[src/hdl/lzo_pkg.sv]
// Shared constants, codes and types of the layer z-order manager.
package lzo_pkg;

  localparam int LAYER_COUNT = 32;
  localparam int ID_W        = 5;
  localparam int REQ_W       = 8;
  localparam int SLOT_W      = 6;
  localparam int CNT_W       = 6;
  localparam int POS_W       = 7;

  typedef enum logic [2:0] {
    ST_SAME  = 3'd0,
    ST_LOWER = 3'd1,
    ST_RAISE = 3'd2,
    ST_SHOW  = 3'd3,
    ST_HIDE  = 3'd4
  } status_t;

  typedef enum logic [1:0] {
    S_IDLE,
    S_PLAN,
    S_APPLY
  } ctl_state_t;

  typedef struct packed {
    logic load;
    logic plan;
    logic apply;
  } ctl_cmd_t;

  typedef struct packed {
    logic out_busy;
  } ctl_sts_t;

endpackage

[src/hdl/lzo_if.sv]
// Valid/ready channel interfaces for requests and results.
interface lzo_req_if;
  logic                               valid;
  logic                               ready;
  logic [lzo_pkg::ID_W-1:0]           layer_sel;
  logic signed [lzo_pkg::REQ_W-1:0]   requested_height;

  modport source (output valid, output layer_sel, output requested_height, input ready);
  modport sink   (input valid, input layer_sel, input requested_height, output ready);
endinterface

interface lzo_res_if;
  logic                               valid;
  logic                               ready;
  logic signed [lzo_pkg::SLOT_W-1:0]  new_slot;
  logic [2:0]                         status;
  logic [lzo_pkg::ID_W-1:0]           map_from;
  logic [lzo_pkg::ID_W-1:0]           draw_from;
  logic signed [lzo_pkg::SLOT_W-1:0]  draw_to;
  logic [lzo_pkg::CNT_W-1:0]          visible_count;

  modport source (output valid, output new_slot, output status, output map_from,
                  output draw_from, output draw_to, output visible_count, input ready);
  modport sink   (input valid, input new_slot, input status, input map_from,
                  input draw_from, input draw_to, input visible_count, output ready);
endinterface

[src/hdl/lzo_ctl.sv]
// Sequencer: accept, plan, apply one request at a time.
module lzo_ctl (
  input  logic              clk,
  input  logic              rst_n,
  input  logic              in_valid,
  output logic              in_ready,
  input  lzo_pkg::ctl_sts_t sts,
  output lzo_pkg::ctl_cmd_t cmd
);

  lzo_pkg::ctl_state_t state_r, state_nxt;

  always_ff @(posedge clk) begin
    if (!rst_n) begin
      state_r <= lzo_pkg::S_IDLE;
    end else begin
      state_r <= state_nxt;
    end
  end

  always_comb begin
    state_nxt = state_r;
    in_ready  = 1'b0;
    cmd       = '0;
    case (state_r)
      lzo_pkg::S_IDLE: begin
        in_ready = 1'b1;
        if (in_valid) begin
          cmd.load  = 1'b1;
          state_nxt = lzo_pkg::S_PLAN;
        end
      end
      lzo_pkg::S_PLAN: begin
        cmd.plan  = 1'b1;
        state_nxt = lzo_pkg::S_APPLY;
      end
      lzo_pkg::S_APPLY: begin
        if (!sts.out_busy) begin
          cmd.apply = 1'b1;
          state_nxt = lzo_pkg::S_IDLE;
        end
      end
      default: begin
        state_nxt = lzo_pkg::S_IDLE;
      end
    endcase
  end

endmodule

[src/hdl/lzo_dp.sv]
// Datapath: slot cells, layer slot map, visible count, move planning, result register.
module lzo_dp (
  input  logic                               clk,
  input  logic                               rst_n,
  input  lzo_pkg::ctl_cmd_t                  cmd,
  output lzo_pkg::ctl_sts_t                  sts,
  input  logic [lzo_pkg::ID_W-1:0]           in_layer_sel,
  input  logic signed [lzo_pkg::REQ_W-1:0]   in_requested_height,
  output logic                               out_valid,
  input  logic                               out_ready,
  output logic signed [lzo_pkg::SLOT_W-1:0]  out_new_slot,
  output logic [2:0]                         out_status,
  output logic [lzo_pkg::ID_W-1:0]           out_map_from,
  output logic [lzo_pkg::ID_W-1:0]           out_draw_from,
  output logic signed [lzo_pkg::SLOT_W-1:0]  out_draw_to,
  output logic [lzo_pkg::CNT_W-1:0]          out_visible_count
);

  localparam int LC = lzo_pkg::LAYER_COUNT;

  // stack state
  logic [lzo_pkg::ID_W-1:0]          owner_r [LC];
  logic [lzo_pkg::ID_W-1:0]          owner_nxt [LC];
  logic signed [lzo_pkg::SLOT_W-1:0] lslot_r [LC];
  logic signed [lzo_pkg::SLOT_W-1:0] lslot_nxt [LC];
  logic [lzo_pkg::CNT_W-1:0]         vis_r;

  // request hold
  logic [lzo_pkg::ID_W-1:0]          id_r;
  logic signed [lzo_pkg::REQ_W-1:0]  req_r;

  // plan registers
  logic signed [lzo_pkg::SLOT_W-1:0] pl_hc_r;
  lzo_pkg::status_t                  pl_st_r;
  logic signed [lzo_pkg::POS_W-1:0]  pl_rlo_r, pl_rhi_r;
  logic                              pl_up_r;
  logic [lzo_pkg::ID_W-1:0]          pl_map_r, pl_df_r;
  logic signed [lzo_pkg::SLOT_W-1:0] pl_dt_r;
  logic [lzo_pkg::CNT_W-1:0]         pl_vis_r;

  // plan logic
  logic signed [lzo_pkg::SLOT_W-1:0] old;
  logic signed [lzo_pkg::POS_W-1:0]  old7, top7, hc7;
  logic signed [8:0]                 lim9, h9;
  lzo_pkg::status_t                  st_c;
  logic signed [lzo_pkg::POS_W-1:0]  rlo_c, rhi_c;
  logic                              up_c;
  logic [lzo_pkg::ID_W-1:0]          map_c, df_c;
  logic signed [lzo_pkg::SLOT_W-1:0] dt_c;
  logic [lzo_pkg::CNT_W-1:0]         vis_c;
  logic                              place;

  // result register
  logic                              out_valid_r;
  logic signed [lzo_pkg::SLOT_W-1:0] res_slot_r;
  logic [2:0]                        res_st_r;
  logic [lzo_pkg::ID_W-1:0]          res_map_r, res_df_r;
  logic signed [lzo_pkg::SLOT_W-1:0] res_dt_r;

  always_ff @(posedge clk) begin
    if (cmd.load) begin
      id_r  <= in_layer_sel;
      req_r <= in_requested_height;
    end
  end

  always_comb begin
    old  = lslot_r[id_r];
    old7 = lzo_pkg::POS_W'(old);
    top7 = $signed({1'b0, vis_r}) - 7'sd1;
    lim9 = (old >= 0) ? 9'(top7) : $signed({3'b000, vis_r});
    h9   = 9'(req_r);
    if (h9 > lim9) begin
      h9 = lim9;
    end
    if (h9 < -9'sd1) begin
      h9 = -9'sd1;
    end
    hc7   = h9[lzo_pkg::POS_W-1:0];
    st_c  = lzo_pkg::ST_SAME;
    rlo_c = 7'sd1;
    rhi_c = 7'sd0;
    up_c  = 1'b0;
    map_c = '0;
    df_c  = '0;
    dt_c  = -6'sd1;
    vis_c = vis_r;
    if (old7 > hc7) begin
      if (hc7 >= 0) begin
        st_c  = lzo_pkg::ST_LOWER;
        rlo_c = hc7;
        rhi_c = old7 - 7'sd1;
        up_c  = 1'b1;
        map_c = 5'(hc7 + 7'sd1);
        df_c  = 5'(hc7 + 7'sd1);
        dt_c  = old;
      end else begin
        st_c  = lzo_pkg::ST_HIDE;
        rlo_c = old7 + 7'sd1;
        rhi_c = top7;
        dt_c  = old - 6'sd1;
        vis_c = vis_r - 6'd1;
      end
    end else if (old7 < hc7) begin
      if (old7 >= 0) begin
        st_c  = lzo_pkg::ST_RAISE;
        rlo_c = old7 + 7'sd1;
        rhi_c = hc7;
      end else begin
        st_c  = lzo_pkg::ST_SHOW;
        rlo_c = hc7;
        rhi_c = top7;
        up_c  = 1'b1;
        vis_c = vis_r + 6'd1;
      end
      map_c = 5'(hc7);
      df_c  = 5'(hc7);
      dt_c  = 6'(hc7);
    end
  end

  always_ff @(posedge clk) begin
    if (cmd.plan) begin
      pl_hc_r  <= 6'(hc7);
      pl_st_r  <= st_c;
      pl_rlo_r <= rlo_c;
      pl_rhi_r <= rhi_c;
      pl_up_r  <= up_c;
      pl_map_r <= map_c;
      pl_df_r  <= df_c;
      pl_dt_r  <= dt_c;
      pl_vis_r <= vis_c;
    end
  end

  assign place = (pl_st_r != lzo_pkg::ST_SAME) && (pl_st_r != lzo_pkg::ST_HIDE);

  // slot cells: the planned slot takes the requested layer; others take a moving neighbor's owner
  for (genvar s = 0; s < LC; s++) begin : g_cell
    localparam logic signed [lzo_pkg::POS_W-1:0] SP = lzo_pkg::POS_W'(s);
    logic from_below, from_above;
    if (s > 0) begin : g_below
      assign from_below = pl_up_r && (SP - 7'sd1 >= pl_rlo_r) && (SP - 7'sd1 <= pl_rhi_r);
    end else begin : g_nobelow
      assign from_below = 1'b0;
    end
    if (s < LC - 1) begin : g_above
      assign from_above = !pl_up_r && (SP + 7'sd1 >= pl_rlo_r) && (SP + 7'sd1 <= pl_rhi_r);
    end else begin : g_noabove
      assign from_above = 1'b0;
    end
    always_comb begin
      owner_nxt[s] = owner_r[s];
      if (place && (lzo_pkg::POS_W'(pl_hc_r) == SP)) begin
        owner_nxt[s] = id_r;
      end else if (from_below) begin
        owner_nxt[s] = owner_r[(s > 0) ? s - 1 : s];
      end else if (from_above) begin
        owner_nxt[s] = owner_r[(s < LC - 1) ? s + 1 : s];
      end
    end
    always_ff @(posedge clk) begin
      if (cmd.apply) begin
        owner_r[s] <= owner_nxt[s];
      end
    end
  end

  // per-layer slot map: the requested layer takes its planned slot, layers inside the moved range step by one
  for (genvar j = 0; j < LC; j++) begin : g_layer
    logic signed [lzo_pkg::POS_W-1:0] p;
    assign p = lzo_pkg::POS_W'(lslot_r[j]);
    always_comb begin
      lslot_nxt[j] = lslot_r[j];
      if (id_r == lzo_pkg::ID_W'(j)) begin
        lslot_nxt[j] = pl_hc_r;
      end else if ((p >= pl_rlo_r) && (p <= pl_rhi_r)) begin
        lslot_nxt[j] = pl_up_r ? lslot_r[j] + 6'sd1 : lslot_r[j] - 6'sd1;
      end
    end
    always_ff @(posedge clk) begin
      if (!rst_n) begin
        lslot_r[j] <= -6'sd1;
      end else if (cmd.apply) begin
        lslot_r[j] <= lslot_nxt[j];
      end
    end
  end

  always_ff @(posedge clk) begin
    if (!rst_n) begin
      vis_r       <= '0;
      out_valid_r <= 1'b0;
    end else begin
      if (cmd.apply) begin
        vis_r       <= pl_vis_r;
        out_valid_r <= 1'b1;
      end else if (out_ready) begin
        out_valid_r <= 1'b0;
      end
    end
  end

  always_ff @(posedge clk) begin
    if (cmd.apply) begin
      res_slot_r <= pl_hc_r;
      res_st_r   <= pl_st_r;
      res_map_r  <= pl_map_r;
      res_df_r   <= pl_df_r;
      res_dt_r   <= pl_dt_r;
    end
  end

  assign sts.out_busy      = out_valid_r && !out_ready;
  assign out_valid         = out_valid_r;
  assign out_new_slot      = res_slot_r;
  assign out_status        = res_st_r;
  assign out_map_from      = res_map_r;
  assign out_draw_from     = res_df_r;
  assign out_draw_to       = res_dt_r;
  assign out_visible_count = vis_r;

`ifndef ASSERT_OFF
  a_apply_gives_result: assert property (@(posedge clk) disable iff (!rst_n)
    cmd.apply |=> out_valid_r)
    else $error("apply did not load the result register");

  a_vis_bounded: assert property (@(posedge clk) disable iff (!rst_n)
    vis_r <= lzo_pkg::CNT_W'(LC))
    else $error("visible count above layer count");

  a_layer_lands: assert property (@(posedge clk) disable iff (!rst_n)
    cmd.apply |=> lslot_r[$past(id_r)] == $past(pl_hc_r))
    else $error("moved layer not at its planned slot");

  a_apply_not_busy: assert property (@(posedge clk) disable iff (!rst_n)
    cmd.apply |-> !(out_valid_r && !out_ready))
    else $error("result overwritten before transfer");
`endif

endmodule

[src/hdl/layer_z_order_manager.sv]
// Top level of the layer z-order manager.
// Keeps the stacking order of 32 display layers. Each request names a layer and a
// wanted height; the height is clamped (below -1 hides, a visible layer stops at the
// current top, a hidden one at one above it) and the layer is lowered, raised, shown
// or hidden while the layers in between shift one slot in parallel. One result per
// request gives the new slot, a status code, the redraw ranges and the visible count.
// The result is registered once the request has passed the plan and apply states of
// the sequencer; apply waits while an earlier result is still unread. The next request
// is taken while the previous result waits in the output register, but not before the
// previous request has been applied.
module layer_z_order_manager (
  input  logic          clk,
  input  logic          rst_n,
  lzo_req_if.sink       in_chan,
  lzo_res_if.source     out_chan
);

  lzo_pkg::ctl_cmd_t cmd;
  lzo_pkg::ctl_sts_t sts;

  lzo_ctl u_ctl (
    .clk      (clk),
    .rst_n    (rst_n),
    .in_valid (in_chan.valid),
    .in_ready (in_chan.ready),
    .sts      (sts),
    .cmd      (cmd)
  );

  lzo_dp u_dp (
    .clk                 (clk),
    .rst_n               (rst_n),
    .cmd                 (cmd),
    .sts                 (sts),
    .in_layer_sel        (in_chan.layer_sel),
    .in_requested_height (in_chan.requested_height),
    .out_valid           (out_chan.valid),
    .out_ready           (out_chan.ready),
    .out_new_slot        (out_chan.new_slot),
    .out_status          (out_chan.status),
    .out_map_from        (out_chan.map_from),
    .out_draw_from       (out_chan.draw_from),
    .out_draw_to         (out_chan.draw_to),
    .out_visible_count   (out_chan.visible_count)
  );

endmodule
[src/flat_wrapper.sv]
// flat-port wrapper written by rule: the top's interface ports become plain ports
module layer_z_order_manager_flat 
  (clk, rst_n, in_chan_valid, in_chan_layer_sel, in_chan_requested_height, in_chan_ready, out_chan_valid, out_chan_new_slot, out_chan_status, out_chan_map_from, out_chan_draw_from, out_chan_draw_to, out_chan_visible_count, out_chan_ready);
  lzo_req_if in_chan_i ();
  lzo_res_if out_chan_i ();
  input  logic clk;
  input  logic rst_n;
  input wire logic [$bits(in_chan_i.valid)-1:0] in_chan_valid;
  input wire logic [$bits(in_chan_i.layer_sel)-1:0] in_chan_layer_sel;
  input wire logic [$bits(in_chan_i.requested_height)-1:0] in_chan_requested_height;
  output wire logic [$bits(in_chan_i.ready)-1:0] in_chan_ready;
  output wire logic [$bits(out_chan_i.valid)-1:0] out_chan_valid;
  output wire logic [$bits(out_chan_i.new_slot)-1:0] out_chan_new_slot;
  output wire logic [$bits(out_chan_i.status)-1:0] out_chan_status;
  output wire logic [$bits(out_chan_i.map_from)-1:0] out_chan_map_from;
  output wire logic [$bits(out_chan_i.draw_from)-1:0] out_chan_draw_from;
  output wire logic [$bits(out_chan_i.draw_to)-1:0] out_chan_draw_to;
  output wire logic [$bits(out_chan_i.visible_count)-1:0] out_chan_visible_count;
  input wire logic [$bits(out_chan_i.ready)-1:0] out_chan_ready;
  assign in_chan_i.valid = in_chan_valid;
  assign in_chan_i.layer_sel = in_chan_layer_sel;
  assign in_chan_i.requested_height = in_chan_requested_height;
  assign in_chan_ready = in_chan_i.ready;
  assign out_chan_valid = out_chan_i.valid;
  assign out_chan_new_slot = out_chan_i.new_slot;
  assign out_chan_status = out_chan_i.status;
  assign out_chan_map_from = out_chan_i.map_from;
  assign out_chan_draw_from = out_chan_i.draw_from;
  assign out_chan_draw_to = out_chan_i.draw_to;
  assign out_chan_visible_count = out_chan_i.visible_count;
  assign out_chan_i.ready = out_chan_ready;
  layer_z_order_manager u_core (.clk(clk), .rst_n(rst_n), .in_chan(in_chan_i), .out_chan(out_chan_i));
endmodule
[config.mk]
export PLATFORM = sky130hd
export DESIGN_NAME = layer_z_order_manager_flat
export DESIGN_NICKNAME = d
export VERILOG_FILES = /design/src/hdl/lzo_pkg.sv /design/src/hdl/lzo_if.sv /design/src/hdl/lzo_ctl.sv /design/src/hdl/lzo_dp.sv /design/src/hdl/layer_z_order_manager.sv /design/src/flat_wrapper.sv
export SDC_FILE = /design/constraint.sdc
export NUM_CORES = 1
export LEC_CHECK = 0
export BUFFER_PORTS_ARGS = -buffer_cell sky130_fd_sc_hd__buf_2
export CAP_MARGIN = 20
export CORE_MARGIN = 2
export CORE_UTILIZATION = 35
export CTS_CLUSTER_SIZE = 28
export DETAILED_ROUTE_END_ITERATION = 8
export HOLD_SLACK_MARGIN = 0.06
export PLACE_DENSITY = 0.46
export SKIP_LAST_GASP = 1
export SYNTH_ARGS = -nofsm -noshare
export SYNTH_HDL_FRONTEND = slang
export SYNTH_HIERARCHICAL = 1
export SYNTH_SLANG_ARGS = --single-unit
[constraint.sdc]
create_clock -name clk -period 10.4 [get_ports clk]
set_clock_uncertainty 0.15 [all_clocks]
set_input_delay 0.52 -clock clk [delete_from_list [all_inputs] [get_ports clk]]
set_output_delay 0.52 -clock clk [all_outputs]
set_load 0.005 [all_outputs]
==> load_flow_metrics.sql <==
INSERT INTO impl_metrics (metric_group, metric, value, unit) VALUES
('run_status', 'status', 'finished, final reports clean', ''),
('placed_design', 'dp.cells', '4073', ''),
('synth', 'yosys_register_bits', '279', ''),
('pwr', 'totalPowerFinal', '5.43', 'mW'),
('global_route', 'global_route.overflow_total', '0', ''),
('synth', 'number_of_synthesized_flops_with_an_enable_pin', '265', ''),
('detailed_routing', 'route.detailed.wl_per_inst', '24.3', 'um'),
('synth', 'post-synth-top-area-cell', 'sky130_fd_sc_hd__edfxtp_1', ''),
('clock_tree', 'cts_max_level', '2', ''),
('sta', 'final_min_period_over_clock_period', '86.5', '%'),
('floorplanning', 'floorplan_core_area', '84000', 'um^2'),
('final_layout', 'layout-drive-gt1-share', '8.27', '%'),
('floorplanning', 'std_cell_rows', '106', ''),
('clock_tree', 'numClockSinks', '279', ''),
('pwr', 'power_density', '166', 'nW/um^2'),
('placed_design', 'port_buffers', '49', ''),
('placed_design', 'dp_hpwl', '64600', 'um'),
('clock_tree', 'clk_slew_on_worst_s_h_paths', '60', 'ps'),
('floorplanning', 'start_util', '35.4', '%'),
('critical_path', 'arr_time_crit_path', '9180', 'ps'),
('critical_path', 'critical_path.max_fanout', '31', ''),
('sta', 'summed_negative_setup_slack_over_all_endpoints', '0', 'ps'),
('final_layout', 'final-instance-count-excl-fill', '4157', ''),
('detailed_routing', 'route.detailed.vias_per_inst', '5.70', ''),
('global_route', 'maximum_number_of_pins_on_one_net_before_global_route_repair', '117', ''),
('critical_path', 'worst_setup_path_end_kind', 'flip-flop', ''),
('floorplanning', 'die_width', '295', 'um'),
('critical_path', 'worst-endpoint-required', '10590', 'ps'),
('final_layout', 'final_net_count', '3635', ''),
('pwr', 'p_leak', '11.9', 'nW'),
('sta', 'finalHoldViolCount', '0', ''),
('critical_path', 'setup.worst_path.start_class', 'flip-flop', ''),
('global_route', 'number_of_global_route_vias_before_repair', '23856', ''),
('final_layout', 'layout.cell_area.non_filler', '32600', 'um^2'),
('critical_path', 'rr_worst_depth', '26', ''),
('floorplanning', 'pin_count', '50', ''),
('sta', 'maxSlewHeadroom', '26.3', '%'),
('synth', 'synth.yosys.seq_area_share', '27.7', '%'),
('final_layout', 'antenna_cells', '0', ''),
('detailed_routing', 'vias', '23693', ''),
('hold_path', 'class_of_the_tightest_hold_or_removal_check', 'input pin to flip-flop', ''),
('pwr', 'vdd_ir_max', '0.129', 'mV'),
('synth', 'synthesis.instances', '2979', ''),
('floorplanning', 'floorplan.die_area', '87300', 'um^2'),
('synth', 'synthesis.area', '29700', 'um^2'),
('detailed_routing', 'remaining_drc_errors', '0', ''),
('sta', 'period_minus_slack', '8990', 'ps'),
('detailed_routing', 'finalWirelength', '101000', 'um'),
('global_route', 'grt_pass1_wl', '152000', 'um'),
('clock_tree', 'tritoncts.num_buffers', '40', ''),
('synth', 'synth_nets', '3620', ''),
('sta', 'max_slew.worst_pin.slew', '1110', 'ps'),
('placed_design', 'gp_routability_congestion', '0.872', ''),
('detailed_routing', 'dr.first_iter.drc_count', '1632', ''),
('clock_tree', 'post-cts-setup-buffer-count', '0', ''),
('synth', 'netlist_top_cells_area', 'sky130_fd_sc_hd__edfxtp_1 27%, sky130_fd_sc_hd__ha_1 25%, sky130_fd_sc_hd__nand2_1 3.4%, sky130_fd_sc_hd__mux4_2 3.4%, sky130_fd_sc_hd__mux2i_1 3.3%', ''),
('synth', 'yosysWarningCount', '6', ''),
('final_layout', 'finish.utilization', '38.9', '%'),
('detailed_routing', 'ant_nets', '0', ''),
('sta', 'timing.final.setup_violations', '0', ''),
('sta', 'final_max_slew_viol_count', '0', ''),
('synth', 'synth-main-ff-cell', 'sky130_fd_sc_hd__edfxtp_1', ''),
('synth', 'yosysTopAreaCellShare', '26.8', '%'),
('synth', 'netlist-cell-type-count', '82', ''),
('synth', 'ys_async_sr_fraction', '0', '%'),
('global_route', 'grt_antenna_before_repair', '2', ''),
('run', 'maxCapViolCount', '0', ''),
('sta', 'fmax', '111', 'MHz'),
('sta', 'rsz0062_at_grt', 'false', ''),
('detailed_routing', 'detailedRoute.firstPassIterationCount', '5', ''),
('clock_tree', 'tritoncts', 'yes', '');
[sequential cells by signal (all words and copies together) (netlist names), 7 cells and up, named ones only]
name and flops:
u_core/u_dp/lslot_r 192, u_core/u_dp/pl_rhi_r 7, u_core/u_dp/pl_rlo_r 7, u_core/u_dp/req_r 8
[what timing repair did]
item	4_1_cts	5_1_grt
gates resized for setup	0	0
endpoints found under the hold margin	13	0
setup endpoints to repair	0	0
hold buffers	13	0
[power breakdown]
group / internal, mW / leakage, nW / switching [mW]
Combinational: 1.02 / 9.15 / 1.55
Clock: 0.870 / 0.648 / 0.573
Sequential: 1.34 / 2.15 / 0.0732
[final cells by class]
| class | instances | area [um^2] |
|---|---|---|
| Clock buffer | 46 | 1040 |
| Clock inverter | 25 | 308 |
| Fill cell | 8186 | 51300 |
| Inverter | 131 | 499 |
| Multi-Input combinational cell | 2440 | 20400 |
| Sequential cell | 279 | 8240 |
| Tap cell | 1134 | 1420 |
| Timing Repair Buffer | 102 | 708 |
[cell usage after synthesis, drive strengths merged, types with 32 or more instances]
master and instances:
nand2 274, inv 130, o21bai 32, o22ai 39, nand4 41, ha 592
o21a 69, o211ai 110, a221oi 35, mux4 45, o21ai 161, fa 32
mux2i 98, nand2b 72, buf 39, nor2b 79, xnor2 80, nor2 107
a21oi 168, a21o 109, nor3 47, a211oi 37, xor2 101, edfxtp 265
clkbuf 90
[routing by layer]
metal | wire length [um] | GRT usage, %
met4 | 2660 | 6.12
met5 | 13 | 0
met3 | 4290 | 2.35
met2 | 47800 | 39.6
met1 | 46400 | 31.3
[worst max-delay path, stage by stage, from the launching register on]
cell	delay [ps]
sky130_fd_sc_hd__dfxtp_4	700
sky130_fd_sc_hd__buf_12	320
sky130_fd_sc_hd__mux2i_1	420
sky130_fd_sc_hd__a21oi_1	120
sky130_fd_sc_hd__nand3_1	100
sky130_fd_sc_hd__and4_1	800
sky130_fd_sc_hd__inv_2	30
sky130_fd_sc_hd__buf_4	260
sky130_fd_sc_hd__or2_2	380
sky130_fd_sc_hd__ha_1	320
sky130_fd_sc_hd__nor3b_1	310
sky130_fd_sc_hd__o211ai_1	210
sky130_fd_sc_hd__o211ai_1	730
sky130_fd_sc_hd__nand3_1	160
sky130_fd_sc_hd__o41ai_1	100
sky130_fd_sc_hd__a41oi_1	110
sky130_fd_sc_hd__o31ai_1	360
sky130_fd_sc_hd__o211ai_1	150
sky130_fd_sc_hd__buf_4	240
sky130_fd_sc_hd__clkinv_1	70
sky130_fd_sc_hd__ha_1	240
sky130_fd_sc_hd__nand2b_1	150
sky130_fd_sc_hd__nor2_1	90
sky130_fd_sc_hd__a221oi_4	390
sky130_fd_sc_hd__and2_1	780
sky130_fd_sc_hd__nand3_2	520
sky130_fd_sc_hd__o221a_2	430
[through the flow]
stage | setup WS (ps) | hold slack, ps
2_1_floorplan | 3760 | 250
3_3_place_gp | 1680 | 268
3_5_place_dp | 1580 | 257
4_1_cts | 1580 | 83.3
5_1_grt | 1010 | 139
6_report | 1410 | 116
[logic make-up after synthesis]
| logic type | count (synthesis) | share of synthesized area, % |
|---|---|---|
| and+or+nand+nor | 676 | 11.0 |
| DFF | 279 | 27.7 |
| AOI/OAI and AO/OA | 808 | 18.2 |
| adders and majority gates | 624 | 27.1 |
| xor gates and xnor gates | 181 | 5.33 |
| buffers and inverters | 260 | 3.67 |
| muxes | 151 | 7.05 |
[how the worst min path moves through the flow]
stage / endpoint / cells past startpoint / from
6_report: u_core/u_ctl/state_r[1] / 4 / out_chan_ready
5_1_grt: u_core/u_ctl/state_r[1] / 4 / out_chan_ready
3_5_place_dp: u_core/u_dp/out_status[1] / 0 / u_core/u_dp/pl_st_r[1]
2_1_floorplan: u_core/u_dp/out_draw_from[0] / 0 / u_core/u_dp/pl_df_r[0]
3_3_place_gp: u_core/u_dp/out_draw_from[2] / 0 / u_core/u_dp/pl_df_r[2]
4_1_cts: u_core/u_ctl/state_r[1] / 4 / out_chan_ready
No activity file was read; power rests on OpenSTA's default activity.
